## src/bits_pkg.sv

```systemverilog
// ============================================================================
// bits_pkg
// Shared types and constants for the best incoming transition select core.
// ============================================================================
package bits_pkg;

   localparam int MAX_EMIT_LEN = 15;
   localparam int SCORE_BITS   = 32;
   localparam int SAT_BITS     = (SCORE_BITS < 32) ? SCORE_BITS : 32;

   // minus infinity, fixed at the 32-bit most negative code
   localparam logic signed [31:0] NEG_INF = 32'sh8000_0000;
   localparam logic signed [32:0] SAT_HI  = 33'((64'sd1 <<< (SAT_BITS - 1)) - 64'sd1);
   localparam logic signed [32:0] SAT_LO  = 33'(-((64'sd1 <<< (SAT_BITS - 1))));
   localparam logic [7:0]         LEN_CAP = 8'(MAX_EMIT_LEN);

   typedef enum logic [1:0] {
      MODE_ALL         = 2'd0,
      MODE_SKIP_SILENT = 2'd1,
      MODE_ROW_ZERO    = 2'd2
   } mode_type;

   typedef struct packed {
      mode_type           mode;
      logic [15:0]        row;
      logic [9:0]         dest_state;
      logic [9:0]         source_state;
      logic [7:0]         trans_index;
      logic [3:0]         span_min;
      logic [3:0]         span_max;
      logic [3:0]         emit_len;
      logic signed [31:0] prev_score;
      logic signed [31:0] trans_score;
      logic               last;
   } req_type;

   typedef struct packed {
      logic signed [31:0] best_score;
      logic [9:0]         best_source;
      logic [7:0]         best_tr_index;
      logic [3:0]         best_len_offset;
      logic               found;
   } rsp_type;

   typedef struct packed {
      logic               ok;
      logic signed [31:0] score;
      logic [3:0]         len_offset;
   } eval_type;

endpackage

```

## src/bits_acs_eval.sv

```systemverilog
// ============================================================================
// bits_acs_eval
// Candidate filter and saturating score add for one candidate.
// ============================================================================
module bits_acs_eval
   import bits_pkg::*;
(
   input  req_type  cand,
   output eval_type eval
);

   logic              len_ok;
   logic              pass;
   logic signed [32:0] sum_wide;
   logic signed [31:0] sum_sat;

   // span clipped to row and to the longest supported length
   assign len_ok = (cand.emit_len >= cand.span_min) &&
                   (cand.emit_len <= cand.span_max) &&
                   ({12'd0, cand.emit_len} <= cand.row) &&
                   ({4'd0, cand.emit_len} <= LEN_CAP) &&
                   ({12'd0, cand.span_min} <= cand.row);

   always_comb begin
      case (cand.mode)
         MODE_ALL:         pass = len_ok;
         MODE_SKIP_SILENT: pass = len_ok && (cand.span_min != 4'd0);
         MODE_ROW_ZERO:    pass = (cand.span_min == 4'd0) &&
                                  (cand.source_state <= cand.dest_state) &&
                                  (cand.emit_len == 4'd0);
         default:          pass = 1'b0;
      endcase
   end

   assign sum_wide = {cand.prev_score[31], cand.prev_score} +
                     {cand.trans_score[31], cand.trans_score};

   always_comb begin
      if ((cand.prev_score == NEG_INF) || (cand.trans_score == NEG_INF)) begin
         sum_sat = NEG_INF;
      end else if (sum_wide > SAT_HI) begin
         sum_sat = SAT_HI[31:0];
      end else if (sum_wide < SAT_LO) begin
         sum_sat = SAT_LO[31:0];
      end else begin
         sum_sat = sum_wide[31:0];
      end
   end

   assign eval.ok         = pass;
   assign eval.score      = sum_sat;
   assign eval.len_offset = (cand.mode == MODE_ROW_ZERO) ? 4'd0
                                                        : cand.emit_len - cand.span_min;

endmodule

```

## src/best_incoming_transition_select_core.sv

```systemverilog
// ============================================================================
// best_incoming_transition_select_core
// Viterbi add-compare-select over a candidate stream; one result per query.
// ============================================================================
//  channel  dir   handshake                payload
//  req      in    req_valid / req_stall    req_data  (req_type)
//  rsp      out   rsp_valid / rsp_stall    rsp_data  (rsp_type)
//
//  One candidate transfer per cycle; the filter, saturating add and compare
//  against the running best sit between the input stage and the result
//  register, which takes each query's best when its last candidate fires.
//  Synchronous reset clears the stage valids and the running best.
//  Only a last candidate waiting on a held result stalls the input.
// ============================================================================
module best_incoming_transition_select_core
   import bits_pkg::*;
(
   input  logic    clock,
   input  logic    reset,
   input  logic    req_valid,
   output logic    req_stall,
   input  req_type req_data,
   output logic    rsp_valid,
   input  logic    rsp_stall,
   output rsp_type rsp_data
);

   logic               s1_valid_ff, s1_valid_in;
   req_type            s1_data_ff;
   logic               s1_fire;
   logic               req_fire;
   eval_type           ev;
   logic               better;

   logic signed [31:0] run_score_ff, run_score_in;
   logic [9:0]         run_source_ff, run_source_in;
   logic [7:0]         run_trans_ff, run_trans_in;
   logic [3:0]         run_len_ff, run_len_in;
   logic               run_found_ff, run_found_in;

   rsp_type            cur;
   logic               rsp_valid_ff, rsp_valid_in;
   rsp_type            rsp_data_ff, rsp_data_in;

   bits_acs_eval u_eval (
      .cand (s1_data_ff),
      .eval (ev)
   );

   assign s1_fire   = s1_valid_ff && !(s1_data_ff.last && rsp_valid_ff && rsp_stall);
   assign req_stall = s1_valid_ff && !s1_fire;
   assign req_fire  = req_valid && !req_stall;

   // strict greater: a tie keeps the earlier candidate
   assign better = ev.ok && (ev.score > run_score_ff);

   always_comb begin
      if (better) begin
         cur.best_score      = ev.score;
         cur.best_source     = s1_data_ff.source_state;
         cur.best_tr_index   = s1_data_ff.trans_index;
         cur.best_len_offset = ev.len_offset;
         cur.found           = 1'b1;
      end else begin
         cur.best_score      = run_score_ff;
         cur.best_source     = run_source_ff;
         cur.best_tr_index   = run_trans_ff;
         cur.best_len_offset = run_len_ff;
         cur.found           = run_found_ff;
      end
   end

   always_comb begin
      s1_valid_in   = s1_valid_ff;
      run_score_in  = run_score_ff;
      run_source_in = run_source_ff;
      run_trans_in  = run_trans_ff;
      run_len_in    = run_len_ff;
      run_found_in  = run_found_ff;
      rsp_valid_in  = rsp_valid_ff && rsp_stall;
      rsp_data_in   = rsp_data_ff;

      if (req_fire) begin
         s1_valid_in = 1'b1;
      end else if (s1_fire) begin
         s1_valid_in = 1'b0;
      end

      if (s1_fire) begin
         if (s1_data_ff.last) begin
            rsp_valid_in  = 1'b1;
            rsp_data_in   = cur;
            run_score_in  = NEG_INF;
            run_source_in = 10'd0;
            run_trans_in  = 8'd0;
            run_len_in    = 4'd0;
            run_found_in  = 1'b0;
         end else begin
            run_score_in  = cur.best_score;
            run_source_in = cur.best_source;
            run_trans_in  = cur.best_tr_index;
            run_len_in    = cur.best_len_offset;
            run_found_in  = cur.found;
         end
      end
   end

   always_ff @(posedge clock) begin
      if (reset) begin
         s1_valid_ff   <= 1'b0;
         rsp_valid_ff  <= 1'b0;
         run_score_ff  <= NEG_INF;
         run_source_ff <= 10'd0;
         run_trans_ff  <= 8'd0;
         run_len_ff    <= 4'd0;
         run_found_ff  <= 1'b0;
      end else begin
         s1_valid_ff   <= s1_valid_in;
         rsp_valid_ff  <= rsp_valid_in;
         run_score_ff  <= run_score_in;
         run_source_ff <= run_source_in;
         run_trans_ff  <= run_trans_in;
         run_len_ff    <= run_len_in;
         run_found_ff  <= run_found_in;
      end
   end

   always_ff @(posedge clock) begin
      if (req_fire) begin
         s1_data_ff <= req_data;
      end
      rsp_data_ff <= rsp_data_in;
   end

   assign rsp_valid = rsp_valid_ff;
   assign rsp_data  = rsp_data_ff;

   // no winner yet means the running score is still minus infinity
   a_run_empty: assert property (@(posedge clock) disable iff (reset)
      !run_found_ff |-> (run_score_ff == NEG_INF))
      else $error("running best holds a score without a winner");

   a_found_score: assert property (@(posedge clock) disable iff (reset)
      rsp_valid && rsp_data.found |-> (rsp_data.best_score != NEG_INF))
      else $error("found result carries minus infinity");

   a_query_clear: assert property (@(posedge clock) disable iff (reset)
      s1_fire && s1_data_ff.last |=> !run_found_ff && rsp_valid)
      else $error("query end did not clear running best or post a result");

   a_stall_cause: assert property (@(posedge clock) disable iff (reset)
      req_stall |-> (s1_valid_ff && s1_data_ff.last && rsp_valid_ff && rsp_stall))
      else $error("input stalled without a held result");

endmodule

```

## config.mk

```make
export PLATFORM = sky130hd
export DESIGN_NAME = best_incoming_transition_select_core
export DESIGN_NICKNAME = d
export VERILOG_FILES = /design/src/bits_pkg.sv /design/src/bits_acs_eval.sv /design/src/best_incoming_transition_select_core.sv
export SDC_FILE = /design/constraint.sdc
export NUM_CORES = 1
export LEC_CHECK = 0
export BUFFER_PORTS_ARGS = -buffer_cell sky130_fd_sc_hd__buf_2
export CORE_MARGIN = 2
export CORE_UTILIZATION = 30
export CTS_BUF_LIST = sky130_fd_sc_hd__clkbuf_8
export CTS_CLUSTER_SIZE = 16
export DETAILED_ROUTE_END_ITERATION = 16
export GPL_ROUTABILITY_DRIVEN = 1
export SLEW_MARGIN = 10
export SYNTH_ARGS = -nofsm -noshare
export SYNTH_HDL_FRONTEND = slang
export SYNTH_SLANG_ARGS = --single-unit
```

## constraint.sdc

```tcl
create_clock -name clock -period 13.5 [get_ports clock]
set_input_delay 0 -clock clock [delete_from_list [all_inputs] [get_ports clock]]
set_output_delay 0 -clock clock [all_outputs]
set_load 0.02 [all_outputs]
```

==> impl_metrics.json, run 1 <==
{
  "start_util_pct": 30.5,
  "remaining_drc_errors": 0,
  "power_leakage_uw": 0.00619,
  "internal_power_uw": 1270,
  "timing.critical_path.required_ns": 13.95,
  "fin_hold_ws_ns": 0.127,
  "rsz_0062_raised_after_global_routing": "false",
  "critical_path.max_fanout": 43,
  "fp-row-count": 72,
  "first_global_vias": 9088,
  "layout_commonest_cell": "buf_2",
  "grt_pass1_wl_um": 48900,
  "yosys_most_used_dff": "edfxtp_1",
  "fillCellCount": 3740,
  "pwr_density_cell_nw_per_um2": 118,
  "place.gp.congestion": 0.886,
  "ir_worst_vdd_uv": 73.2,
  "postCtsSetupBuffers": 0,
  "cts_sinks": 235,
  "post-route-period-util_pct": 60.9,
  "finalNetCount": 1529,
  "route.vias.total": 9022,
  "die_w_um": 203,
  "ios": 184,
  "cts_tree": "built",
  "p_total_uw": 1810,
  "fmax_mhz": 122,
  "worst_skew_pair.late_latency_ns": 0.58,
  "timing.critical_path.to": "run_score_ff[11]$_SDFFE_PP0P_",
  "yosysWarningCount": 0,
  "area_growth_syn_to_layout_pct": 29.6,
  "worstSetupPathType": "reg -> reg",
  "post_cts_resize_count": 0,
  "netSwitchingFraction_pct": 29.6,
  "drt_wl_total_um": 31400,
  "switching_power_uw": 536,
  "postCtsHoldBufs": 129,
  "cts_max_level": 2,
  "cts_made_buffers": 42,
  "finalHoldViolations": 0,
  "setup_total_negative_slack_ns": 0,
  "final.setup_skew_ns": 0.0435,
  "ys_ff_latch": 235,
  "design.die.area_um2": 41100,
  "arrival_ns": 8.67,
  "detail_route.first_pass.iterations": 5,
  "overall_global_routing_resource_usage_pct": 15.1,
  "async_set_or_reset_flop_fraction_in_the_synthesized_netlist_pct": 0,
  "drive_gt1_share_pct": 23.9,
  "ctsRootBufferMaster": "clkbuf_8",
  "routed_wire_length_per_instance_um": 16.9,
  "finalCriticalPeriod_ns": 8.22,
  "fp.dieH_um": 203,
  "clkSlewWorstSetupHoldPaths_ns": 0.06,
  "crit-reg2reg-launch": "s1_data_ff[53]$_DFFE_PP_",
  "start_kind": "flip-flop",
  "post_synth_instance_area_um2": 11800,
  "slew_violations": 0,
  "detailedRoute.firstIterationViolations": 559,
  "hpwl_after_detailed_placement_um": 21700,
  "synth.yosys.seq_area_share_pct": 54.8,
  "core_area_um2": 38800,
  "netlist_instances": 979,
  "port_buffers": 183,
  "synth_nets": 1198,
  "run_status": "complete, no violations",
  "power.clock.fraction_pct": 33.8,
  "worst_slew_margin_rel_pct": 22.0,
  "layout.cells.most_common_list": "183 x buf_2, 178 x edfxtp_1, 129 x dlygate4sd3_1",
  "p_comb_share_pct": 20.3,
  "synth-edff-count": 178,
  "worst_setup_path_end_kind": "flip-flop",
  "synthesis.area_per_instance_um2": 12.1,
  "number_of_antenna_violations_at_the_first_check_in_global_routing": 0,
  "grt_max_degree": 77,
  "reg2regPathDepth": 20,
  "critical_path.startpoint": "s1_data_ff[53]$_DFFE_PP_",
  "antenna_violating_nets_post_route": 0,
  "hold_depth": 2,
  "ys_types": 70,
  "crit-reg2reg-capture": "run_score_ff[11]$_SDFFE_PP0P_",
  "max_cap_violations": 0,
  "hold_path_class": "in -> reg",
  "slew_of_the_pin_with_the_lowest_slew_margin_ns": 1.17,
  "timing.final.setup_violations": 0,
  "overflow": 0,
  "seq_power_share_pct": 45.9,
  "setup.reg_to_reg.worst_slack_ns": 5.28,
  "antenna-diode-count": 0,
  "max-clock-path-buffers": 3,
  "route.detailed.vias_per_inst": 4.85
}
-- final cells by class --
class / count / area, um^2 / area share [%]
Inverter: 71 / 269 / 1.75
Clock buffer: 44 / 606 / 3.94
Multi-Input combinational cell: 640 / 4920 / 32.0
Timing Repair Buffer: 320 / 2270 / 14.8
Clock inverter: 33 / 156 / 1.02
Sequential cell: 235 / 6490 / 42.2
Tap cell: 518 / 648 / 4.22
-- power by group through the flow --
stage | Sequential (uW) | Combinational, uW | Clock [uW]
6_report | 830 | 367 | 612
5_1_grt | 832 | 410 | 674
4_1_cts | 830 | 366 | 642
3_5_place_dp | 844 | 335 | 0
3_3_place_gp | 844 | 330 | 0
2_1_floorplan | 847 | 233 | 0
-- per-stage QoR --
step                setup WS, ns  std cells  instance area, um^2  util (%)
floorplan                   6.84        979                11800         -
global placement            5.50       1655                13300      34.3
detailed placement          5.28       1655                13300      34.3
CTS                         5.21       1861                15400      39.5
global route                4.43       1861                15400      39.5
finish                      5.28       1861                15400      39.5
-- registers in the layout, summed over array words and instances, names as in the netlist --
register	count
rsp_data	55
rsp_valid	1
run_found_ff	1
run_len_ff	4
run_score_ff	32
run_source_ff	10
run_trans_ff	8
s1_data_ff	123
s1_valid_ff	1
-- layer usage --
metal | GRT usage [%] | part of all wire (%) | vias to the layer above
met2 | 23.6 | 45 | 289
met4 | 6.00 | 3.6 | 0
met1 | 20.4 | 46 | 4265
met5 | 0 | 0 | -
li1 | - | - | 4393
met3 | 3.26 | 6.1 | 75
-- critical path, stage by stage (launching register included) --
cell	delay (ns)
edfxtp_1	0.40
ha_1	0.46
nand2_1	0.26
nor4_2	0.38
and3_1	0.21
and4b_1	0.20
nor2_2	0.18
mux2i_1	0.14
nand2b_1	0.84
o21ai_1	0.23
ha_1	0.39
nand4_1	0.15
nor4_1	0.45
o21ai_0	0.19
nand4_1	0.20
a2111oi_4	0.10
a211oi_4	0.77
buf_4	0.62
and3b_1	0.93
nand2b_2	0.66
o311ai_1	0.26
-- cells by family (layout without fill, tap and decap cells) --
group / count (synthesis) / count (layout) / share of synthesized area [%]
compound gates: 251 / 251 / 15.2
flops: 235 / 235 / 54.8
simple gates: 217 / 217 / 9.27
buf+inv: 104 / 468 / 3.92
fa+ha+maj: 92 / 92 / 9.85
mux: 51 / 51 / 4.82
xor+xnor: 29 / 29 / 2.14
-- Yosys cell counts, drive strengths merged (15+ instances only) --
library cell	n	area (um^2)
edfxtp	178	5350
a21oi	70	350
nor4	26	169
nand4	19	119
a22o	20	175
nor2b	16	100
ha	90	1130
mux2	48	541
o21ai	61	305
buf	27	173
o311ai	24	330
nand2	70	263
dfxtp	57	1140
inv	71	269
xnor2	15	131
nor2	40	153
-- worst min-delay path by stage --
stage | slack, ns | from | endpoint
floorplan | 0.1 | req_data[0] | s1_data_ff[0]$_DFFE_PP_
global placement | 0.18 | req_data[49] | s1_data_ff[49]$_DFFE_PP_
detailed placement | 0.18 | req_data[45] | s1_data_ff[45]$_DFFE_PP_
CTS | 0.08 | req_data[44] | s1_data_ff[44]$_DFFE_PP_
global route | 0.10 | req_data[50] | s1_data_ff[50]$_DFFE_PP_
finish | 0.13 | req_data[31] | s1_data_ff[31]$_DFFE_PP_
Power figures use the tool's default switching activity.
==> run 2, diff against run 1 <==
--- a/config.mk
+++ b/config.mk
@@ -5,6 +5,7 @@
 export SDC_FILE = /design/constraint.sdc
 export NUM_CORES = 1
 export LEC_CHECK = 0
+export ABC_AREA = 1
 export BUFFER_PORTS_ARGS = -buffer_cell sky130_fd_sc_hd__buf_2
 export CORE_MARGIN = 2
 export CORE_UTILIZATION = 30
==> constraint.sdc (replaced) <==
create_clock -name clock -period 6.76 [get_ports clock]
set_input_delay 0 -clock clock [delete_from_list [all_inputs] [get_ports clock]]
set_output_delay 0 -clock clock [all_outputs]
set_load 0.02 [all_outputs]
==> run 2 against run 1 <==
Compared with the run above:
- power grew 100%
- synthesized area rose by 11%
- first-iteration DRC count decreased by 1.8%
- sequential share of layout area fell by 3.4 points
- sequential power rose by 100%
- cell count grew 32%
- combinational power increased by 120%
- final area rose by 8.6%
- via count grew 23%
- routed wire length is 15% higher
- highest routed layer unchanged
==> impl_metrics.json, run 2 <==
{
  "slew_violations": 0,
  "design.die.area_um2": 45400,
  "p_total_uw": 3700,
  "critical_path.startpoint": "s1_data_ff[33]$_DFFE_PP_",
  "seq_power_share_pct": 45.0,
  "synth_top_cell_by_area": "edfxtp_1",
  "timing.critical_path.max_delay_family": "simple AND/OR/NAND/NOR gates",
  "die_w_um": 213,
  "hpwl_after_detailed_placement_um": 25900,
  "p_comb_share_pct": 21.7,
  "hold_path_class": "in -> reg",
  "post_synth_instance_area_um2": 13100,
  "detail_route.first_pass.iterations": 5,
  "start_util_pct": 30.4,
  "run_status": "complete, no violations",
  "clkSlewWorstSetupHoldPaths_ns": 0.07,
  "layout.cells.most_common_list": "439 x nand2_1, 225 x inv_1, 183 x buf_2",
  "setup_total_negative_slack_ns": 0,
  "postCtsSetupBuffers": 0,
  "overall_global_routing_resource_usage_pct": 16.1,
  "synth_common_cells": "440 x nand2_1, 215 x inv_1, 178 x edfxtp_1, 108 x nor2_1, 97 x nand3_1",
  "most_frequent_cell_on_the_critical_path": "nand2_1",
  "timing.final.setup_violations": 0,
  "synth_largest_type_area_fraction_pct": 40.8,
  "netlist_instances": 1516,
  "finalHoldViolations": 0,
  "postCtsHoldBufs": 126,
  "pwr_density_cell_nw_per_um2": 222,
  "routed_wire_length_per_instance_um": 14.6,
  "detailedRoute.firstIterationViolations": 549,
  "yosysWarningCount": 0,
  "critical_path_buf_inv_count": 6,
  "finalCriticalPeriod_ns": 5.49,
  "timing.critical_path.required_ns": 7.12,
  "worst_setup_path_end_kind": "flip-flop",
  "ctsRootBufferMaster": "clkbuf_8",
  "arrival_ns": 5.84,
  "yosys_most_used_dff": "edfxtp_1",
  "rsz_0062_raised_after_global_routing": "false",
  "worstSetupPathType": "reg -> reg",
  "critical-path-slowest-cell": "buf_4",
  "port_buffers": 183,
  "max-clock-path-buffers": 3,
  "start_kind": "flip-flop",
  "ios": 184,
  "number_of_antenna_violations_at_the_first_check_in_global_routing": 0,
  "cts_sinks": 235,
  "synth_area_leaders": "edfxtp_1 41%, nand2_1 13%, dfxtp_1 8.7%",
  "switching_power_uw": 1140,
  "ir_worst_vdd_uv": 128,
  "place.gp.congestion": 0.895,
  "overflow": 0,
  "worst_skew_pair.late_latency_ns": 0.60,
  "grt_pass1_wl_um": 57100,
  "crit-reg2reg-launch": "s1_data_ff[33]$_DFFE_PP_",
  "ys_types": 36,
  "netSwitchingFraction_pct": 30.9,
  "remaining_drc_errors": 0,
  "slew_of_the_pin_with_the_lowest_slew_margin_ns": 0.897,
  "power_leakage_uw": 0.00748,
  "postLayoutCellArea_um2": 16700,
  "cts_max_level": 2,
  "critical_path.max_fanout": 75,
  "ys_ff_latch": 235,
  "route.vias.total": 11100,
  "finalNetCount": 2058,
  "drive_gt1_share_pct": 16.3,
  "post_cts_resize_count": 0,
  "grt_max_degree": 76,
  "fin_cells": 2458,
  "hold_start": "reset",
  "critical-path-max-stage-delay_ns": 0.66,
  "cts_tree": "built",
  "antenna_violating_nets_post_route": 0,
  "drt_wl_total_um": 36000,
  "cts_made_buffers": 41,
  "area_growth_syn_to_layout_pct": 27.2,
  "synthesis.area_per_instance_um2": 8.65,
  "fmax_mhz": 182,
  "first_global_vias": 11400,
  "post-route-period-util_pct": 81.2,
  "largest_reg_flops": 123,
  "max_cap_violations": 0,
  "fp-row-count": 76,
  "top_register": "s1_data_ff",
  "synth.yosys.seq_area_share_pct": 49.5,
  "internal_power_uw": 2560,
  "layout_commonest_cell": "nand2_1",
  "fp.dieH_um": 213,
  "final.setup_skew_ns": 0.0154,
  "route.detailed.vias_per_inst": 4.51,
  "instance_count_after_placement_with_tap_cells_included": 2255,
  "synth_nets": 1735,
  "core_area_um2": 43100,
  "power.clock.fraction_pct": 33.2,
  "worst_slew_margin_rel_pct": 40.0,
  "place_area_um2": 14700,
  "synth-edff-count": 178,
  "yosysMostFrequentCell": "nand2_1",
  "final_core_util_pct": 38.7,
  "async_set_or_reset_flop_fraction_in_the_synthesized_netlist_pct": 0
}
==> run 2: cell type report <==
type                            instances  area (um^2)
Multi-Input combinational cell       1023         5620
Fill cell                            4379        26400
Antenna cell                            1         2.50
Clock inverter                         32          158
Inverter                              219          822
Sequential cell                       235         6490
Clock buffer                           44          606
Timing Repair Buffer                  319         2250
Tap cell                              585          732
==> run 2: worst paths after layout <==
check	end	slack (ns)	cells past startpoint
max	rsp_data[1]$_DFFE_PP_	1.27	32
min reg2reg	run_found_ff$_SDFFE_PP0P_	0.45	2
max reg2reg	rsp_data[1]$_DFFE_PP_	1.27	32
min	s1_valid_ff$_SDFFE_PP0P_	0.06	3
==> run 2: power groups by stage <==
stage          clock, uW  combinational [uW]  sequential (uW)
2_1_floorplan          0                 526             1700
3_3_place_gp           0                 732             1690
3_5_place_dp           0                 746             1700
4_1_cts             1280                 808             1670
5_1_grt             1340                 921             1670
6_report            1230                 804             1660
==> run 2: metrics by stage <==
step	setup WS, ns	hold slack (ns)
floorplan	0.363	0.0989
global placement	1.52	0.177
detailed placement	1.35	0.178
CTS	1.34	0.0222
global route	0.723	0.0561
finish	1.27	0.0564
==> run 2: cells by family (layout without fill, tap and decap cells) <==
logic type,Yosys count,count (layout),share of synthesized area (%)
and+or+nand+nor,743,743,24.7
buffers and inverters,258,614,7.85
DFF,235,235,49.5
AOI/OAI and AO/OA,169,169,7.78
adders and majority gates,92,92,8.89
xor gates and xnor gates,19,19,1.27
other,0,1,0
==> run 2: tightest hold or removal path: stages <==
cell and delay, ns:
buf_2 0.10, buf_4 0.34, nor2_1 0.17
==> run 2: metal layers <==
layer	global-route usage [%]	routed length (um)
met1	20.0	15800
met5	0	0
met3	2.97	1720
met2	28.1	17600
met4	5.23	855
==> run 3, diff against run 2 <==
--- a/config.mk
+++ b/config.mk
@@ -5,7 +5,7 @@
 export SDC_FILE = /design/constraint.sdc
 export NUM_CORES = 1
 export LEC_CHECK = 0
-export ABC_AREA = 1
+export ABC_AREA = 0
 export BUFFER_PORTS_ARGS = -buffer_cell sky130_fd_sc_hd__buf_2
 export CORE_MARGIN = 2
 export CORE_UTILIZATION = 30
==> constraint.sdc (replaced) <==
create_clock -name clock -period 5.05 [get_ports clock]
set_input_delay 0 -clock clock [delete_from_list [all_inputs] [get_ports clock]]
set_output_delay 0 -clock clock [all_outputs]
set_load 0.02 [all_outputs]
==> run 3 against run 2 <==
Compared with the run above:
- non-clock buffer count is 157 higher
- die area fell by 9.5%
- power increased by 48%
- setup slack worse by 1.4 ns
- clock power is 47% higher
- maximum frequency increased by 5.6%
- combinational power rose by 80%
- clock skew up 0.025 ns
- sequential cell count unchanged
- the flow now finishes with violations (negative setup slack)
- first-iteration DRC count shrank 8.9%
==> impl_metrics.json, run 3 (synthesis gave the netlist of run 1 again) <==
{
  "first_global_vias": 9632,
  "p_total_uw": 5490,
  "antenna-diode-count": 0,
  "layout.cells.most_common_list": "183 x buf_2, 178 x edfxtp_1, 137 x buf_4",
  "cts_made_buffers": 43,
  "internal_power_uw": 3870,
  "critical-path-max-stage-delay_ns": 0.46,
  "place.gp.congestion": 0.878,
  "critical_path_buf_inv_count": 4,
  "slew_violations": 0,
  "final.setup_skew_ns": 0.0403,
  "cts_sinks": 235,
  "port_buffers": 183,
  "start_kind": "flip-flop",
  "p_comb_share_pct": 26.5,
  "power_leakage_uw": 0.00726,
  "post-route-period-util_pct": 103,
  "top_register": "s1_data_ff",
  "timing.final.setup_violations": 88,
  "pwr_density_cell_nw_per_um2": 312,
  "ctsRootBufferMaster": "clkbuf_8",
  "critical-path-slowest-cell": "a2111oi_4",
  "crit-reg2reg-launch": "s1_data_ff[47]$_DFFE_PP_",
  "finalCriticalPeriod_ns": 5.20,
  "drt_wl_total_um": 35100,
  "worstHoldEndpoint": "s1_data_ff[32]$_DFFE_PP_",
  "design.die.area_um2": 41100,
  "fp-row-count": 72,
  "layout_commonest_cell": "buf_2",
  "timing.critical_path.max_delay_family": "compound AO/OA/AOI/OAI gates",
  "number_of_antenna_violations_at_the_first_check_in_global_routing": 0,
  "route.vias.total": 9643,
  "grt_pass1_wl_um": 51800,
  "slew_of_the_pin_with_the_lowest_slew_margin_ns": 0.952,
  "fillCellCount": 3539,
  "drive_gt1_share_pct": 37.9,
  "fp.dieH_um": 203,
  "cts_tree": "built",
  "critical_path_cell_sequence": "ha_4 > buf_4 > a21oi_1 > o21ai_0 > a32oi_1 > and4b_1 > nor2_4 > a211o_4 > o21ai_2 > ha_4 > a21oi_2 > o21ai_2 > a2111oi_2 > nand4_1 > a2111oi_4 > a211oi_4 > buf_12 > buf_4 > buf_8 > mux2_2",
  "worstSetupPathType": "reg -> reg",
  "core_area_um2": 38800,
  "reg2regPathDepth": 20,
  "worst_slew_margin_rel_pct": 36.4,
  "overflow": 0,
  "remaining_drc_errors": 0,
  "max_cap_violations": 0,
  "antenna_violating_nets_post_route": 0,
  "finalNetCount": 1686,
  "instance_count_after_placement_with_tap_cells_included": 1780,
  "worst_setup_path_end_kind": "flip-flop",
  "max-clock-path-buffers": 3,
  "die_w_um": 203,
  "setup.reg_to_reg.worst_slack_ns": -0.15,
  "detailedRoute.firstIterationViolations": 500,
  "worst_skew_pair.late_latency_ns": 0.61,
  "rsz_0062_raised_after_global_routing": "true",
  "area_growth_syn_to_layout_pct": 48.6,
  "start_util_pct": 30.5,
  "ios": 184,
  "critical_path.max_fanout": 8,
  "timing.final.ws_setup_ns": -0.145,
  "hold_start": "req_data[32]",
  "hpwl_after_detailed_placement_um": 23200,
  "arrival_ns": 5.51,
  "largest_reg_flops": 123,
  "detail_route.first_pass.iterations": 5,
  "power.clock.fraction_pct": 33.0,
  "crit-reg2reg-capture": "rsp_data[38]$_DFFE_PP_",
  "hold_path_class": "in -> reg",
  "overall_global_routing_resource_usage_pct": 16.0,
  "clkSlewWorstSetupHoldPaths_ns": 0.06,
  "seq_power_share_pct": 40.5,
  "finalHoldViolations": 0,
  "netSwitchingFraction_pct": 29.5,
  "route.detailed.vias_per_inst": 4.78,
  "timing.critical_path.required_ns": 5.37,
  "hold_depth": 2,
  "grt_max_degree": 96,
  "ir_worst_vdd_uv": 258,
  "violations": "negative setup slack",
  "switching_power_uw": 1620,
  "cts_max_level": 2,
  "run_status": "finished with violations",
  "routed_wire_length_per_instance_um": 17.4,
  "fmax_mhz": 192,
  "fin_cells": 2018
}
run 3: cell types whose count changed in the layout (fill, tap and decap cells not counted), sizes merged, moves of 48 or more:
cell and change:
buf +147, inv -151, mux2 +48, nand2 -376, nand3 -115, nor2 -73
run 3: per-stage QoR:
stage / setup TNS [ns] / cell area (um^2) / hold slack, ns / setup WS, ns / utilization [%]
after floorplan: 0 / 11800 / 0.0989 / 0.167 / -
after global placement: -15.67 / 14300 / 0.176 / -0.245 / 36.9
after detailed placement: -22.24 / 14300 / 0.178 / -0.324 / 36.9
after CTS: 0 / 16800 / 0.0419 / 0.000783 / 43.2
after global routing: -26.46 / 17600 / 0.0615 / -0.372 / 45.3
final: -6.04 / 17600 / 0.0901 / -0.145 / 45.3
run 3: power groups by stage:
stage          clock (uW)  combinational (uW)  sequential, uW
2_1_floorplan           0                 624            2260
5_1_grt              1960                1570            2230
3_5_place_dp            0                1090            2260
4_1_cts              1880                1240            2220
6_report             1810                1450            2220
3_3_place_gp            0                1080            2250
run 3: per-layer routing:
layer	GRT usage (%)	wire, um	vias up
met5	0	0	-
met4	6.31	1000	0
met3	2.86	1670	66
met2	26.2	16800	286
met1	21.2	15600	4581
li1	-	-	4710
run 3: timing repair:
| action | 4_1_cts | 5_1_grt |
|---|---|---|
| setup buffers | 9 | 15 |
| hold buffers | 129 | 0 |
| pin swaps | 17 | 28 |
| endpoints found under the hold margin | 158 | 0 |
| gates cloned | 1 | 7 |
| endpoints found under the setup margin | 110 | 110 |
| resized for setup | 38 | 103 |
run 3: worst max-delay path by stage:
stage                                   startpoint                             to  slack, ns  depth (start not counted)
after floorplan           s1_data_ff[21]$_DFFE_PP_         rsp_data[46]$_DFFE_PP_       0.17                         21
after global placement     s1_data_ff[1]$_DFFE_PP_  run_score_ff[29]$_SDFFE_PP0P_      -0.24                         23
after detailed placement   s1_data_ff[1]$_DFFE_PP_  run_score_ff[29]$_SDFFE_PP0P_      -0.32                         23
after CTS                 s1_data_ff[37]$_DFFE_PP_  run_score_ff[29]$_SDFFE_PP0P_     0.0008                         25
after global routing      s1_data_ff[14]$_DFFE_PP_  run_score_ff[15]$_SDFFE_PP0P_      -0.37                         22
final                     s1_data_ff[47]$_DFFE_PP_         rsp_data[38]$_DFFE_PP_      -0.15                         20
run 3: final cells by class:
class | count | area (um^2) | area share [%]
sequential | 235 | 6490 | 36.9
multi-input combinational | 640 | 5580 | 31.7
timing repair buffer | 476 | 3760 | 21.4
tap | 518 | 648 | 3.68
clock buffer | 44 | 606 | 3.44
inverter | 71 | 272 | 1.54
clock inverter | 34 | 241 | 1.37
